## src/design/wavp_pkg.sv

```systemverilog
// shared types, constants and helpers for the wave header parser
package wavp_pkg;

  localparam int unsigned QUEUE_DEPTH = 2;

  localparam logic [31:0] COUNT_MAX = 32'hFFFF_FFFF;
  localparam logic [31:0] FMT_LEN   = 32'd16;
  localparam logic [5:0]  TAG_END   = 6'd40;

  // header offsets where a field is complete
  localparam logic [5:0] POS_RIFF_SIZE = 6'd7;
  localparam logic [5:0] POS_FMT_SIZE  = 6'd19;
  localparam logic [5:0] POS_CHANNELS  = 6'd23;
  localparam logic [5:0] POS_RATE      = 6'd27;
  localparam logic [5:0] POS_BITS      = 6'd35;
  localparam logic [5:0] POS_DATA_SIZE = 6'd43;

  typedef enum logic [3:0] {
    ST_OK        = 4'd0,
    ST_SHORT     = 4'd1,
    ST_RIFF      = 4'd2,
    ST_RIFF_SIZE = 4'd3,
    ST_WAVE      = 4'd4,
    ST_FMT       = 4'd5,
    ST_FMT_SIZE  = 4'd6,
    ST_DATA_TAG  = 4'd7,
    ST_DATA_SIZE = 4'd8
  } status_e;

  typedef struct packed {
    status_e    code;
    logic [7:0] ch;
  } tag_t;

  // request carried from the front end to the back end
  typedef struct packed {
    logic        byte_valid;
    logic [7:0]  out_byte;
    logic        done;
    logic        short_f;
    logic        riff_size_bad;
    logic        data_size_bad;
    status_e     first_fail;
    logic [15:0] channels;
    logic [15:0] sample_bits;
    logic [31:0] rate_hz;
    logic [31:0] data_bytes;
  } job_t;

  // expected tag character at a header offset, code ST_OK where none
  function automatic tag_t tag_want(input logic [5:0] pos);
    tag_t t;
    t.code = ST_OK;
    t.ch   = 8'h00;
    case (pos)
      6'd0:  begin t.code = ST_RIFF;     t.ch = 8'h52; end
      6'd1:  begin t.code = ST_RIFF;     t.ch = 8'h49; end
      6'd2:  begin t.code = ST_RIFF;     t.ch = 8'h46; end
      6'd3:  begin t.code = ST_RIFF;     t.ch = 8'h46; end
      6'd8:  begin t.code = ST_WAVE;     t.ch = 8'h57; end
      6'd9:  begin t.code = ST_WAVE;     t.ch = 8'h41; end
      6'd10: begin t.code = ST_WAVE;     t.ch = 8'h56; end
      6'd11: begin t.code = ST_WAVE;     t.ch = 8'h45; end
      6'd12: begin t.code = ST_FMT;      t.ch = 8'h66; end
      6'd13: begin t.code = ST_FMT;      t.ch = 8'h6D; end
      6'd14: begin t.code = ST_FMT;      t.ch = 8'h74; end
      6'd15: begin t.code = ST_FMT;      t.ch = 8'h20; end
      6'd36: begin t.code = ST_DATA_TAG; t.ch = 8'h64; end
      6'd37: begin t.code = ST_DATA_TAG; t.ch = 8'h61; end
      6'd38: begin t.code = ST_DATA_TAG; t.ch = 8'h74; end
      6'd39: begin t.code = ST_DATA_TAG; t.ch = 8'h61; end
      default: begin t.code = ST_OK;     t.ch = 8'h00; end
    endcase
    return t;
  endfunction

endpackage

```

## src/design/wavp_in_if.sv

```systemverilog
// input byte channel
interface wavp_in_if;
  logic       valid;
  logic       ready;
  logic [7:0] in_byte;
  logic       is_final;

  modport source (output valid, output in_byte, output is_final, input ready);
  modport sink   (input valid, input in_byte, input is_final, output ready);
endinterface

```

## src/design/wavp_out_if.sv

```systemverilog
// result channel
interface wavp_out_if;
  logic        valid;
  logic        ready;
  logic        byte_valid;
  logic [7:0]  out_byte;
  logic        done_res;
  logic [3:0]  status;
  logic [15:0] channels;
  logic [15:0] sample_bits;
  logic [31:0] rate_hz;
  logic [31:0] data_bytes;

  modport source (output valid, output byte_valid, output out_byte, output done_res,
                  output status, output channels, output sample_bits,
                  output rate_hz, output data_bytes, input ready);
  modport sink   (input valid, input byte_valid, input out_byte, input done_res,
                  input status, input channels, input sample_bits,
                  input rate_hz, input data_bytes, output ready);
endinterface

```

## src/design/wavp_front.sv

```systemverilog
// front end: byte counter, tag checks, field assembly and request build
module wavp_front (
  input  logic               clk_i,
  input  logic               rst_ni,
  wavp_in_if.sink            in_i,
  output logic               push_valid_o,
  output wavp_pkg::job_t     push_job_o,
  input  logic               push_ready_i
);

  logic [31:0]       count_q, count_d;
  wavp_pkg::status_e fail_q, fail_d;
  logic [31:0]       shift_q, shift_d;
  logic [31:0]       riff_size_q, riff_size_d;
  logic [31:0]       data_size_q, data_size_d;
  logic [31:0]       rate_q, rate_d;
  logic [15:0]       chan_q, chan_d;
  logic [15:0]       bits_q, bits_d;

  logic              accept;
  logic              sat;
  logic              in_hdr;
  logic [5:0]        pos;
  wavp_pkg::tag_t    tag;
  logic              pass;

  assign in_i.ready = push_ready_i;
  assign accept     = in_i.valid & in_i.ready;
  assign sat        = (count_q == wavp_pkg::COUNT_MAX);
  assign in_hdr     = (count_q[31:6] == 26'd0);
  assign pos        = count_q[5:0];
  assign tag        = wavp_pkg::tag_want(pos);
  assign shift_d    = {in_i.in_byte, shift_q[31:8]};
  assign pass       = !(in_hdr && (pos < 6'd44)) && (fail_q == wavp_pkg::ST_OK);

  always_comb begin
    count_d     = sat ? count_q : count_q + 32'd1;
    fail_d      = fail_q;
    riff_size_d = riff_size_q;
    data_size_d = data_size_q;
    rate_d      = rate_q;
    chan_d      = chan_q;
    bits_d      = bits_q;
    if (in_hdr && (pos < wavp_pkg::TAG_END) && (tag.code != wavp_pkg::ST_OK) &&
        (in_i.in_byte != tag.ch)) begin
      if ((fail_d == wavp_pkg::ST_OK) || (tag.code < fail_d)) fail_d = tag.code;
    end
    if (in_hdr) begin
      case (pos)
        wavp_pkg::POS_RIFF_SIZE: riff_size_d = shift_d;
        wavp_pkg::POS_FMT_SIZE: begin
          if ((shift_d != wavp_pkg::FMT_LEN) &&
              ((fail_d == wavp_pkg::ST_OK) || (wavp_pkg::ST_FMT_SIZE < fail_d))) begin
            fail_d = wavp_pkg::ST_FMT_SIZE;
          end
        end
        wavp_pkg::POS_CHANNELS:  chan_d      = shift_d[31:16];
        wavp_pkg::POS_RATE:      rate_d      = shift_d;
        wavp_pkg::POS_BITS:      bits_d      = shift_d[31:16];
        wavp_pkg::POS_DATA_SIZE: data_size_d = shift_d;
        default: ;
      endcase
    end
  end

  // request contents; size compares use held values, a short file masks them
  always_comb begin
    push_job_o               = '0;
    push_job_o.byte_valid    = pass;
    push_job_o.out_byte      = pass ? in_i.in_byte : 8'h00;
    push_job_o.done          = in_i.is_final;
    push_job_o.short_f       = !sat && in_hdr && (pos <= 6'd43);
    push_job_o.riff_size_bad = (count_d == wavp_pkg::COUNT_MAX) ||
                               (riff_size_q != (count_q - 32'd7));
    push_job_o.data_size_bad = (({1'b0, data_size_q} + 33'd43) != {1'b0, count_q});
    push_job_o.first_fail    = fail_q;
    push_job_o.channels      = chan_d;
    push_job_o.sample_bits   = bits_d;
    push_job_o.rate_hz       = rate_d;
    push_job_o.data_bytes    = data_size_d;
  end

  assign push_valid_o = accept && (pass || in_i.is_final);

  always_ff @(posedge clk_i or negedge rst_ni) begin
    if (!rst_ni) begin
      count_q     <= '0;
      fail_q      <= wavp_pkg::ST_OK;
      shift_q     <= '0;
      riff_size_q <= '0;
      data_size_q <= '0;
      rate_q      <= '0;
      chan_q      <= '0;
      bits_q      <= '0;
    end else if (accept) begin
      if (in_i.is_final) begin
        count_q     <= '0;
        fail_q      <= wavp_pkg::ST_OK;
        shift_q     <= '0;
        riff_size_q <= '0;
        data_size_q <= '0;
        rate_q      <= '0;
        chan_q      <= '0;
        bits_q      <= '0;
      end else begin
        count_q     <= count_d;
        fail_q      <= fail_d;
        shift_q     <= shift_d;
        riff_size_q <= riff_size_d;
        data_size_q <= data_size_d;
        rate_q      <= rate_d;
        chan_q      <= chan_d;
        bits_q      <= bits_d;
      end
    end
  end

endmodule

```

## src/design/wavp_queue.sv

```systemverilog
// small request queue between front and back end
module wavp_queue #(
  parameter int unsigned Depth = wavp_pkg::QUEUE_DEPTH
) (
  input  logic           clk_i,
  input  logic           rst_ni,
  input  logic           push_valid_i,
  output logic           push_ready_o,
  input  wavp_pkg::job_t push_job_i,
  output logic           pop_valid_o,
  input  logic           pop_ready_i,
  output wavp_pkg::job_t pop_job_o
);

  localparam int unsigned PtrW = (Depth > 1) ? $clog2(Depth) : 1;
  localparam int unsigned CntW = $clog2(Depth + 1);

  wavp_pkg::job_t mem_q [Depth];
  logic [PtrW-1:0] wr_ptr_q, rd_ptr_q;
  logic [CntW-1:0] count_q;
  logic            push, pop;

  assign push_ready_o = (count_q != CntW'(Depth));
  assign pop_valid_o  = (count_q != '0);
  assign push         = push_valid_i & push_ready_o;
  assign pop          = pop_valid_o & pop_ready_i;
  assign pop_job_o    = mem_q[rd_ptr_q];

  always_ff @(posedge clk_i) begin
    if (push) mem_q[wr_ptr_q] <= push_job_i;
  end

  always_ff @(posedge clk_i or negedge rst_ni) begin
    if (!rst_ni) begin
      wr_ptr_q <= '0;
      rd_ptr_q <= '0;
      count_q  <= '0;
    end else begin
      if (push) wr_ptr_q <= (wr_ptr_q == PtrW'(Depth - 1)) ? '0 : wr_ptr_q + PtrW'(1);
      if (pop)  rd_ptr_q <= (rd_ptr_q == PtrW'(Depth - 1)) ? '0 : rd_ptr_q + PtrW'(1);
      if (push && !pop)      count_q <= count_q + CntW'(1);
      else if (pop && !push) count_q <= count_q - CntW'(1);
    end
  end

endmodule

```

## src/design/wavp_back.sv

```systemverilog
// back end: status priority and output register
module wavp_back (
  input  logic           clk_i,
  input  logic           rst_ni,
  input  logic           pop_valid_i,
  output logic           pop_ready_o,
  input  wavp_pkg::job_t pop_job_i,
  wavp_out_if.source     out_o
);

  logic              valid_q;
  logic              load;
  wavp_pkg::status_e st_d;
  logic              bv_q;
  logic [7:0]        byte_q;
  logic              done_q;
  wavp_pkg::status_e st_q;
  logic [15:0]       chan_q, bits_q;
  logic [31:0]       rate_q, dsize_q;

  assign pop_ready_o = !valid_q || out_o.ready;
  assign load        = pop_valid_i && pop_ready_o;

  always_comb begin
    if (!pop_job_i.done)                                st_d = wavp_pkg::ST_OK;
    else if (pop_job_i.short_f)                         st_d = wavp_pkg::ST_SHORT;
    else if (pop_job_i.first_fail == wavp_pkg::ST_RIFF) st_d = wavp_pkg::ST_RIFF;
    else if (pop_job_i.riff_size_bad)                   st_d = wavp_pkg::ST_RIFF_SIZE;
    else if (pop_job_i.first_fail != wavp_pkg::ST_OK)   st_d = pop_job_i.first_fail;
    else if (pop_job_i.data_size_bad)                   st_d = wavp_pkg::ST_DATA_SIZE;
    else                                                st_d = wavp_pkg::ST_OK;
  end

  always_ff @(posedge clk_i or negedge rst_ni) begin
    if (!rst_ni) begin
      valid_q <= 1'b0;
    end else if (pop_ready_o) begin
      valid_q <= pop_valid_i;
    end
  end

  always_ff @(posedge clk_i) begin
    if (load) begin
      bv_q    <= pop_job_i.byte_valid;
      byte_q  <= pop_job_i.out_byte;
      done_q  <= pop_job_i.done;
      st_q    <= st_d;
      chan_q  <= pop_job_i.done ? pop_job_i.channels    : 16'd0;
      bits_q  <= pop_job_i.done ? pop_job_i.sample_bits : 16'd0;
      rate_q  <= pop_job_i.done ? pop_job_i.rate_hz     : 32'd0;
      dsize_q <= pop_job_i.done ? pop_job_i.data_bytes  : 32'd0;
    end
  end

  assign out_o.valid       = valid_q;
  assign out_o.byte_valid  = bv_q;
  assign out_o.out_byte    = byte_q;
  assign out_o.done_res    = done_q;
  assign out_o.status      = st_q;
  assign out_o.channels    = chan_q;
  assign out_o.sample_bits = bits_q;
  assign out_o.rate_hz     = rate_q;
  assign out_o.data_bytes  = dsize_q;

endmodule

```

## src/design/wav_header_parser.sv

```systemverilog
// top level of the riff/wave pcm header parser
// a request is queued as its byte is accepted, then loaded into the output register
// throughput: one byte per cycle while the queue has room; a full queue stalls the input
// non-final header bytes and non-final bytes after a failed check produce no request
// reset: asynchronous active low, clears counters, check state, queue and output valid
// after a final byte all header state returns to reset so the next byte opens a new file
module wav_header_parser #(
  parameter int unsigned QueueDepth = wavp_pkg::QUEUE_DEPTH
) (
  input  logic       clk_i,
  input  logic       rst_ni,
  wavp_in_if.sink    in_i,
  wavp_out_if.source out_o
);

  // request path from front end to back end
  logic           push_valid, push_ready;
  wavp_pkg::job_t push_job;
  logic           pop_valid, pop_ready;
  wavp_pkg::job_t pop_job;

  // front end: counts bytes, checks tags and fmt size, assembles fields
  wavp_front u_front (
    .clk_i        (clk_i),
    .rst_ni       (rst_ni),
    .in_i         (in_i),
    .push_valid_o (push_valid),
    .push_job_o   (push_job),
    .push_ready_i (push_ready)
  );

  // decoupling queue, lets either side stall on its own
  wavp_queue #(
    .Depth (QueueDepth)
  ) u_queue (
    .clk_i        (clk_i),
    .rst_ni       (rst_ni),
    .push_valid_i (push_valid),
    .push_ready_o (push_ready),
    .push_job_i   (push_job),
    .pop_valid_o  (pop_valid),
    .pop_ready_i  (pop_ready),
    .pop_job_o    (pop_job)
  );

  // back end: resolves status in check order and holds the result
  wavp_back u_back (
    .clk_i       (clk_i),
    .rst_ni      (rst_ni),
    .pop_valid_i (pop_valid),
    .pop_ready_o (pop_ready),
    .pop_job_i   (pop_job),
    .out_o       (out_o)
  );

`ifndef ASSERT_OFF
  // a request is only raised when the queue can take it
  a_push_room: assert property (@(posedge clk_i) disable iff (!rst_ni)
    push_valid |-> push_ready) else $error("request pushed into full queue");

  // every result carries a data byte or the end of file
  a_result_kind: assert property (@(posedge clk_i) disable iff (!rst_ni)
    out_o.valid |-> (out_o.byte_valid || out_o.done_res))
    else $error("empty result shown");

  // status only reported on the final result
  a_status_done: assert property (@(posedge clk_i) disable iff (!rst_ni)
    (out_o.valid && !out_o.done_res) |-> (out_o.status == wavp_pkg::ST_OK))
    else $error("status on non-final result");

  // data byte field is clear when no data byte is carried
  a_byte_clear: assert property (@(posedge clk_i) disable iff (!rst_ni)
    (out_o.valid && !out_o.byte_valid) |-> (out_o.out_byte == 8'h00))
    else $error("stray data byte");
`endif

endmodule

```

## src/flat_wrapper.sv

```systemverilog
// flat-port wrapper written by rule: the top's interface ports become plain ports
module wav_header_parser_flat 
#(
  parameter int unsigned QueueDepth = wavp_pkg::QUEUE_DEPTH
)
  (clk_i, rst_ni, in_i_valid, in_i_in_byte, in_i_is_final, in_i_ready, out_o_valid, out_o_byte_valid, out_o_out_byte, out_o_done_res, out_o_status, out_o_channels, out_o_sample_bits, out_o_rate_hz, out_o_data_bytes, out_o_ready);
  wavp_in_if in_i_i ();
  wavp_out_if out_o_i ();
  input  logic clk_i;
  input  logic rst_ni;
  input wire logic [$bits(in_i_i.valid)-1:0] in_i_valid;
  input wire logic [$bits(in_i_i.in_byte)-1:0] in_i_in_byte;
  input wire logic [$bits(in_i_i.is_final)-1:0] in_i_is_final;
  output wire logic [$bits(in_i_i.ready)-1:0] in_i_ready;
  output wire logic [$bits(out_o_i.valid)-1:0] out_o_valid;
  output wire logic [$bits(out_o_i.byte_valid)-1:0] out_o_byte_valid;
  output wire logic [$bits(out_o_i.out_byte)-1:0] out_o_out_byte;
  output wire logic [$bits(out_o_i.done_res)-1:0] out_o_done_res;
  output wire logic [$bits(out_o_i.status)-1:0] out_o_status;
  output wire logic [$bits(out_o_i.channels)-1:0] out_o_channels;
  output wire logic [$bits(out_o_i.sample_bits)-1:0] out_o_sample_bits;
  output wire logic [$bits(out_o_i.rate_hz)-1:0] out_o_rate_hz;
  output wire logic [$bits(out_o_i.data_bytes)-1:0] out_o_data_bytes;
  input wire logic [$bits(out_o_i.ready)-1:0] out_o_ready;
  assign in_i_i.valid = in_i_valid;
  assign in_i_i.in_byte = in_i_in_byte;
  assign in_i_i.is_final = in_i_is_final;
  assign in_i_ready = in_i_i.ready;
  assign out_o_valid = out_o_i.valid;
  assign out_o_byte_valid = out_o_i.byte_valid;
  assign out_o_out_byte = out_o_i.out_byte;
  assign out_o_done_res = out_o_i.done_res;
  assign out_o_status = out_o_i.status;
  assign out_o_channels = out_o_i.channels;
  assign out_o_sample_bits = out_o_i.sample_bits;
  assign out_o_rate_hz = out_o_i.rate_hz;
  assign out_o_data_bytes = out_o_i.data_bytes;
  assign out_o_i.ready = out_o_ready;
  wav_header_parser #(.QueueDepth(QueueDepth)) u_core (.clk_i(clk_i), .rst_ni(rst_ni), .in_i(in_i_i), .out_o(out_o_i));
endmodule
```

## config.mk

```make
export PLATFORM = sky130hd
export DESIGN_NAME = wav_header_parser_flat
export DESIGN_NICKNAME = d
export VERILOG_FILES = /design/src/design/wavp_pkg.sv /design/src/design/wavp_in_if.sv /design/src/design/wavp_out_if.sv /design/src/design/wavp_front.sv /design/src/design/wavp_queue.sv /design/src/design/wavp_back.sv /design/src/design/wav_header_parser.sv /design/src/flat_wrapper.sv
export SDC_FILE = /design/constraint.sdc
export NUM_CORES = 1
export LEC_CHECK = 0
export BUFFER_PORTS_ARGS = -buffer_cell sky130_fd_sc_hd__buf_2
export CAP_MARGIN = 40
export CORE_AREA = 2 2 222 224
export DETAILED_ROUTE_END_ITERATION = 8
export DIE_AREA = 0 0 224 226
export GPL_TIMING_DRIVEN = 0
export PLACE_DENSITY_LB_ADDON = 0.1
export SLEW_MARGIN = 20
export SYNTH_ARGS = -nofsm -noshare
export SYNTH_HDL_FRONTEND = slang
export SYNTH_SLANG_ARGS = --single-unit
```

## constraint.sdc

```tcl
create_clock -name clk_i -period 7.3 [get_ports clk_i]
set_input_delay 0.365 -clock clk_i [delete_from_list [all_inputs] [get_ports clk_i]]
set_output_delay 0.365 -clock clk_i [all_outputs]
set_load 0.005 [all_outputs]
```

==> impl_metrics.toml, run 1 <==
[logic_synthesis]
yosys.area_share.simple_pct = 11.61
synth.distinct_cells = 79
synthCells = 1936
syn_nets = 1960
synth_top_family_by_area = "simple AND/OR/NAND/NOR gates"
synth_mux_area_share_pct = 9.099
synth-edff-count = 336
synthAdderAreaFrac_pct = 0.5759
synth_area_um2 = 23900
seq_area_frac_synth_pct = 62.43
async_reset_ff_share_pct = 36.48
ys_warn_count = 0
synth_compound_area_share_pct = 10.08
synth_ff_type = "edfxtp_1"
avgSynthCellArea_um2 = 12.34
synth-seq-cells = 529
synth-xor-area-share_pct = 3.555

[worst_setup_path]
crit_path_start = "u_core.u_front.count_q[11]"
path_cells = "dlygate4sd1_1, nor4_1, nand3_1, nor2_1, nand4_1, xnor2_1, a2111oi_2, and4_1, o2111ai_1"
path_delay_family = "simple AND/OR/NAND/NOR gates"
crit_type = "flip-flop to flip-flop"
worstPathArrival_ns = 4.64
cp_data_required_time_ns = 7.57
crit_fanout = 8
r2r_start = "u_core.u_front.count_q[11]"
slowest_delay_ns = 0.65
cp_num_buf_inv = 1
r2r_slack_ns = 2.93
crit_path_end_kind = "flip-flop"
start_kind = "flip-flop"
critPathSlowestCell = "a2111oi_2"

[layout]
layout_common_cells = "336 x edfxtp_1, 201 x nand2_1, 193 x dfrtp_1, 171 x nor2_1, 125 x buf_2"
drive_above_1_share_pct = 14.85
final_common_cell = "edfxtp_1"
nNetsFinal = 2167
fin_util_pct = 57.38
area_growth_pct = 16.06

[detailed_routing]
first_iter_violations = 1576
first_pass_iters = 5
drc = 0
vias_per_cell = 5.857
via_count = 16480
ant_nets = 0
wirelength_um = 67540
wl_per_cell_um = 24.01

[sta]
period_minus_slack_ns = 4.368
setup_tns_ns = 0
whs_ns = 0.03738
rsz0062_at_grt = "false"
maxSlewViolCount = 0
hold_viol_final = 0
fin_crit_sh_pct = 59.83
fmax_mhz = 228.9
slew_headroom_pct = 39.17
worst_slack_ns = 2.932
fin_skew_ns = 0.01989
setup_violations = 0
worst_pin_slew_ns = 0.9124

[floorplanning]
dieArea_um2 = 50620
fp-row-count = 81
core_um2 = 48340
die_h_um = 226
die_width_um = 224
start_util_pct = 49.43
io_pins = 125

[worst_hold_path]
min_from = "in_i_is_final"
hold_class = "input port to flip-flop"

[clocking]
htreeDepth = 2
post-cts-setup-buffers = 0
clockBufferDepth = 3
numCtsBuffers = 55
cts_sinks = 529
clk_latency_ns = 0.61
path_clk_slew_ns = 0.06
root_buffer = "clkbuf_16"
cts_tree = "yes"

[power_and_ir_drop]
pwr-share-seq_pct = 44.6
peakVddDrop_mv = 0.2160
p_clk_share_pct = 30.9
comb_power_share_pct = 24.6
sw_frac_of_total_pct = 31.25
p_per_area_nw_per_um2 = 352.4
p_int_mw = 6.720
power_leakage_nw = 11.14
p_sw_mw = 3.055

[grt]
grtUsageTotal_pct = 26.83
grt_max_degree = 77
overflow = 0
first_global_vias = 15670
grt_pass1_wl_um = 100500
antenna_found_initial = 5

[placed_design]
place_congestion = 0.9428
io_buffers = 121
hpwlAfterDp_um = 48790
dp_slack_ns = 3.145

[run]
cap_violations = 0

[status]
outcome = "finished, final reports clean"
## final timing paths
kind	cells after the start	end
hold / removal	1	u_core.u_queue.mem_q[1][103]
min in group asynchronous	2	u_core.u_front.rate_q[11]
setup reg to reg	9	u_core.u_queue.mem_q[1][101]
hold reg to reg	2	u_core.u_front.rate_q[26]
setup / recovery	9	u_core.u_queue.mem_q[1][101]
max in group asynchronous	3	u_core.u_front.riff_size_q[25]
## through the flow
| step | total power [mW] | cells | instance area (um2) |
|---|---|---|---|
| final | 9.776 | 2813 | 27740 |
| after detailed placement | 6.809 | 2701 | 25710 |
| after global routing | 10.23 | 2811 | 27730 |
| after floorplan | 5.708 | 1936 | 23900 |
| after global placement | 6.745 | 2679 | 25280 |
| after CTS | 9.828 | 2806 | 27680 |
## logic make-up (layout without fill, tap and decap cells)
family          Yosys count  after routing
compound gates          349            349
flops                   529            529
buf+inv                 151            404
xor+xnor                 97             97
simple gates            593            593
fa+ha+maj                11             11
other cells               0              2
mux                     206            206
## layout make-up
cell class                 count  area [um2]
antenna                        2       5.005
sequential                   529       14920
multi-input combinational   1256        8371
inverter                      24       95.09
timing repair buffer         150        1075
fill                        4004       20610
clock inverter                29       431.7
tap                          622       778.2
buffer                       127       543.0
clock buffer                  74        1519
## synthesized netlist by cell type, types with 8 or more instances
library cell,instances,share of area (%)
xnor2_1,59,2.2
dfrtp_1,193,20
a22o_1,95,3.5
and2_1,16,0.42
nand3_1,35,0.73
nand2_1,201,3.2
nand2b_1,12,0.31
o22ai_1,8,0.21
a31oi_1,18,0.47
and3_1,11,0.29
buf_1,15,0.24
mux2_2,55,2.6
nor3_1,35,0.73
mux2i_1,116,4.9
nand4_1,30,0.79
nor4_1,27,0.71
o21ai_1,12,0.25
inv_1,24,0.38
ha_1,11,0.58
o21ai_0,116,2.4
mux2_1,35,1.6
clkbuf_1,96,1.5
xor2_1,38,1.4
a21oi_1,30,0.63
nor2_1,172,2.7
edfxtp_1,336,42
## layer usage
metal  GRT usage [%]  vias up  share of wire [%]
li1                -     7584                  -
met4           9.097        4                3.2
met2           39.85      553                 44
met3           5.582      116                6.4
met1           39.29     8218                 46
met5               0        -              0.034
## state kept, by name, indices dropped and copies added (netlist names), 8 cells and up
| signal | flops |
|---|---|
| u_core.u_back.out_o.rate_hz | 32 |
| u_core.u_queue.mem_q | 226 |
| u_core.u_back.out_o.channels | 16 |
| u_core.u_front.data_size_q | 32 |
| u_core.u_front.bits_q | 16 |
| u_core.u_front.count_q | 32 |
| u_core.u_back.out_o.sample_bits | 16 |
| u_core.u_front.shift_q | 24 |
| u_core.u_front.rate_q | 32 |
| u_core.u_front.chan_q | 16 |
| u_core.u_back.out_o.data_bytes | 32 |
| u_core.u_front.riff_size_q | 32 |
| u_core.u_back.out_o.out_byte | 8 |
## power by group through the flow
stage               clock, mW  combinational [mW]  sequential (mW)
finish                   3.02                2.40             4.36
global placement            0                2.24             4.50
floorplan                   0                1.33             4.38
detailed placement          0                2.40             4.41
CTS                      3.06                2.41             4.36
global route             3.19                2.63             4.41
## repair_timing
item	in CTS	in global routing
hold endpoints to repair	61	0
hold buffers	2	0
resized for setup	0	0
Power figures use the tool's default switching activity.
==> run 2, diff against run 1 <==
==> constraint.sdc (replaced) <==
create_clock -name clk_i -period 4 [get_ports clk_i]
set_input_delay 0.2 -clock clk_i [delete_from_list [all_inputs] [get_ports clk_i]]
set_output_delay 0.2 -clock clk_i [all_outputs]
set_load 0.005 [all_outputs]
==> run 2 against run 1 <==
  * Cell count is 0.11% lower
  * Worst setup slack got worse by 2.8 ns
  * Core utilization shrank 0.18 points
  * Global-route usage is 0.41 points lower
  * Clock power is 68% higher
  * Largest power group unchanged
  * Highest routed layer unchanged
==> impl_metrics.toml, run 2 (synthesis results as in run 1) <==
[sta]
period_minus_slack_ns = 3.880
fin_skew_ns = 0.02308
hold_viol_final = 0
setup_tns_ns = 0
fmax_mhz = 257.7
maxSlewViolCount = 0
slew_headroom_pct = 40.02
worst_pin_slew_ns = 0.8997
whs_ns = 0.09405
worst_slack_ns = 0.1197
setup_violations = 0
rsz0062_at_grt = "false"
fin_crit_sh_pct = 97.01

[placed_design]
place_congestion = 0.9691
dp.cells = 2700
dp_slack_ns = -0.2892
dpl_cell_area_um2 = 25710
hpwlAfterDp_um = 48530
io_buffers = 121

[layout]
largest_register_ffs = 226
design_area_um2 = 27650
final_common_cell = "edfxtp_1"
fin_cells = 2810
fin_util_pct = 57.20
layout_common_cells = "336 x edfxtp_1, 200 x nand2_1, 193 x dfrtp_1, 170 x nor2_1, 125 x buf_2"
nNetsFinal = 2164
drive_above_1_share_pct = 15.55
regMostFlops = "u_core.u_queue.mem_q"
area_growth_pct = 15.71

[floorplanning]
die_width_um = 224
dieArea_um2 = 50620
fp-row-count = 81
die_h_um = 226
core_um2 = 48340
io_pins = 125
start_util_pct = 49.43

[power_and_ir_drop]
total_power_mw = 17.38
p_per_area_nw_per_um2 = 628.6
peakVddDrop_mv = 0.4434
pwr-share-seq_pct = 45.7
p_sw_mw = 5.542
comb_power_share_pct = 25.1
p_clk_share_pct = 29.1
sw_frac_of_total_pct = 31.88
power_leakage_nw = 11.09
p_int_mw = 11.84

[clocking]
root_buffer = "clkbuf_16"
htreeDepth = 2
cts_tree = "yes"
clk_latency_ns = 0.62
path_clk_slew_ns = 0.06
clockBufferDepth = 3
numCtsBuffers = 54
cts_sinks = 529

[run]
cap_violations = 0

[grt]
overflow = 0
grt_max_degree = 71
grtUsageTotal_pct = 26.41
grt_pass1_wl_um = 99550
antenna_found_initial = 4
first_global_vias = 15760

[detailed_routing]
first_pass_iters = 5
via_count = 16410
wirelength_um = 66490
wl_per_cell_um = 23.66
ant_nets = 0
drc = 0
vias_per_cell = 5.841
first_iter_violations = 1451

[worst_setup_path]
cp_data_required_time_ns = 4.26
crit_fanout = 8
crit_type = "flip-flop to flip-flop"
start_kind = "flip-flop"
crit_path_end_kind = "flip-flop"
worstPathArrival_ns = 4.14

[worst_hold_path]
hold_class = "input port to flip-flop"

[status]
outcome = "finished, final reports clean"
run 2: cell types whose count changed in the layout (fill, tap and decap cells not counted), sizes merged, moves of 2 or more:
cell         previous run  this run
dlygate4sd3             2         5
buf                   173       169
clkinvlp                2         4
clkinv                 15        23
clkbuf                174       170
bufinv                 10         4
run 2: critical path, cell delays in order (launching register included):
cell           delay (ns)
dfrtp_1              0.35
dlygate4sd1_1        0.38
nor4_2               0.52
nand3_2              0.34
nor3_1               0.49
nand2_1              0.09
or4_1                0.40
a221oi_1             0.57
o2111ai_1            0.38
run 2: final timing paths:
kind,to,from,cells after the start,slack (ns)
setup / recovery,u_core.u_queue.mem_q[1][101],u_core.u_front.count_q[11],8,0.12
hold / removal,u_core.u_queue.mem_q[1][106],in_i_in_byte[2],2,0.09
setup reg to reg,u_core.u_queue.mem_q[1][101],u_core.u_front.count_q[11],8,0.12
hold reg to reg,u_core.u_front.rate_q[19],u_core.u_front.rate_q[19],2,0.48
max in group asynchronous,u_core.u_front.data_size_q[19],rst_ni,4,2.79
min in group asynchronous,u_core.u_front.rate_q[12],rst_ni,2,0.12
run 2: layer usage:
| metal | part of all wire, % | vias to the layer above | global-route usage, % |
|---|---|---|---|
| met5 | 0.015 | - | 0 |
| met4 | 2.8 | 2 | 8.043 |
| li1 | - | 7595 | - |
| met1 | 47 | 8231 | 38.66 |
| met2 | 45 | 491 | 40.39 |
| met3 | 5.6 | 95 | 4.541 |
run 2: timing repair:
| action | CTS | global route |
|---|---|---|
| pin swaps | 0 | 0 |
| buffers inserted | 0 | 0 |
| resized for setup | 8 | 13 |
| setup endpoints to repair | 100 | 55 |
| hold buffers | 5 | 0 |
| hold endpoints to repair | 74 | 0 |
run 2: layout make-up:
class | instances | area (um2)
buffer | 126 | 544.3
inverter | 24 | 95.09
fill | 4063 | 20690
clock buffer | 70 | 1485
tap | 622 | 778.2
antenna | 2 | 5.005
timing repair buffer | 149 | 1074
sequential | 529 | 14920
multi-input combinational | 1256 | 8451
clock inverter | 32 | 300.3
run 2: power groups by stage:
stage | logic, mW | registers, mW | clock network [mW]
global route | 4.80 | 8.03 | 5.37
finish | 4.37 | 7.95 | 5.06
floorplan | 2.44 | 7.93 | 0
global placement | 4.09 | 8.13 | 0
CTS | 4.39 | 7.95 | 5.15
detailed placement | 4.36 | 8.05 | 0
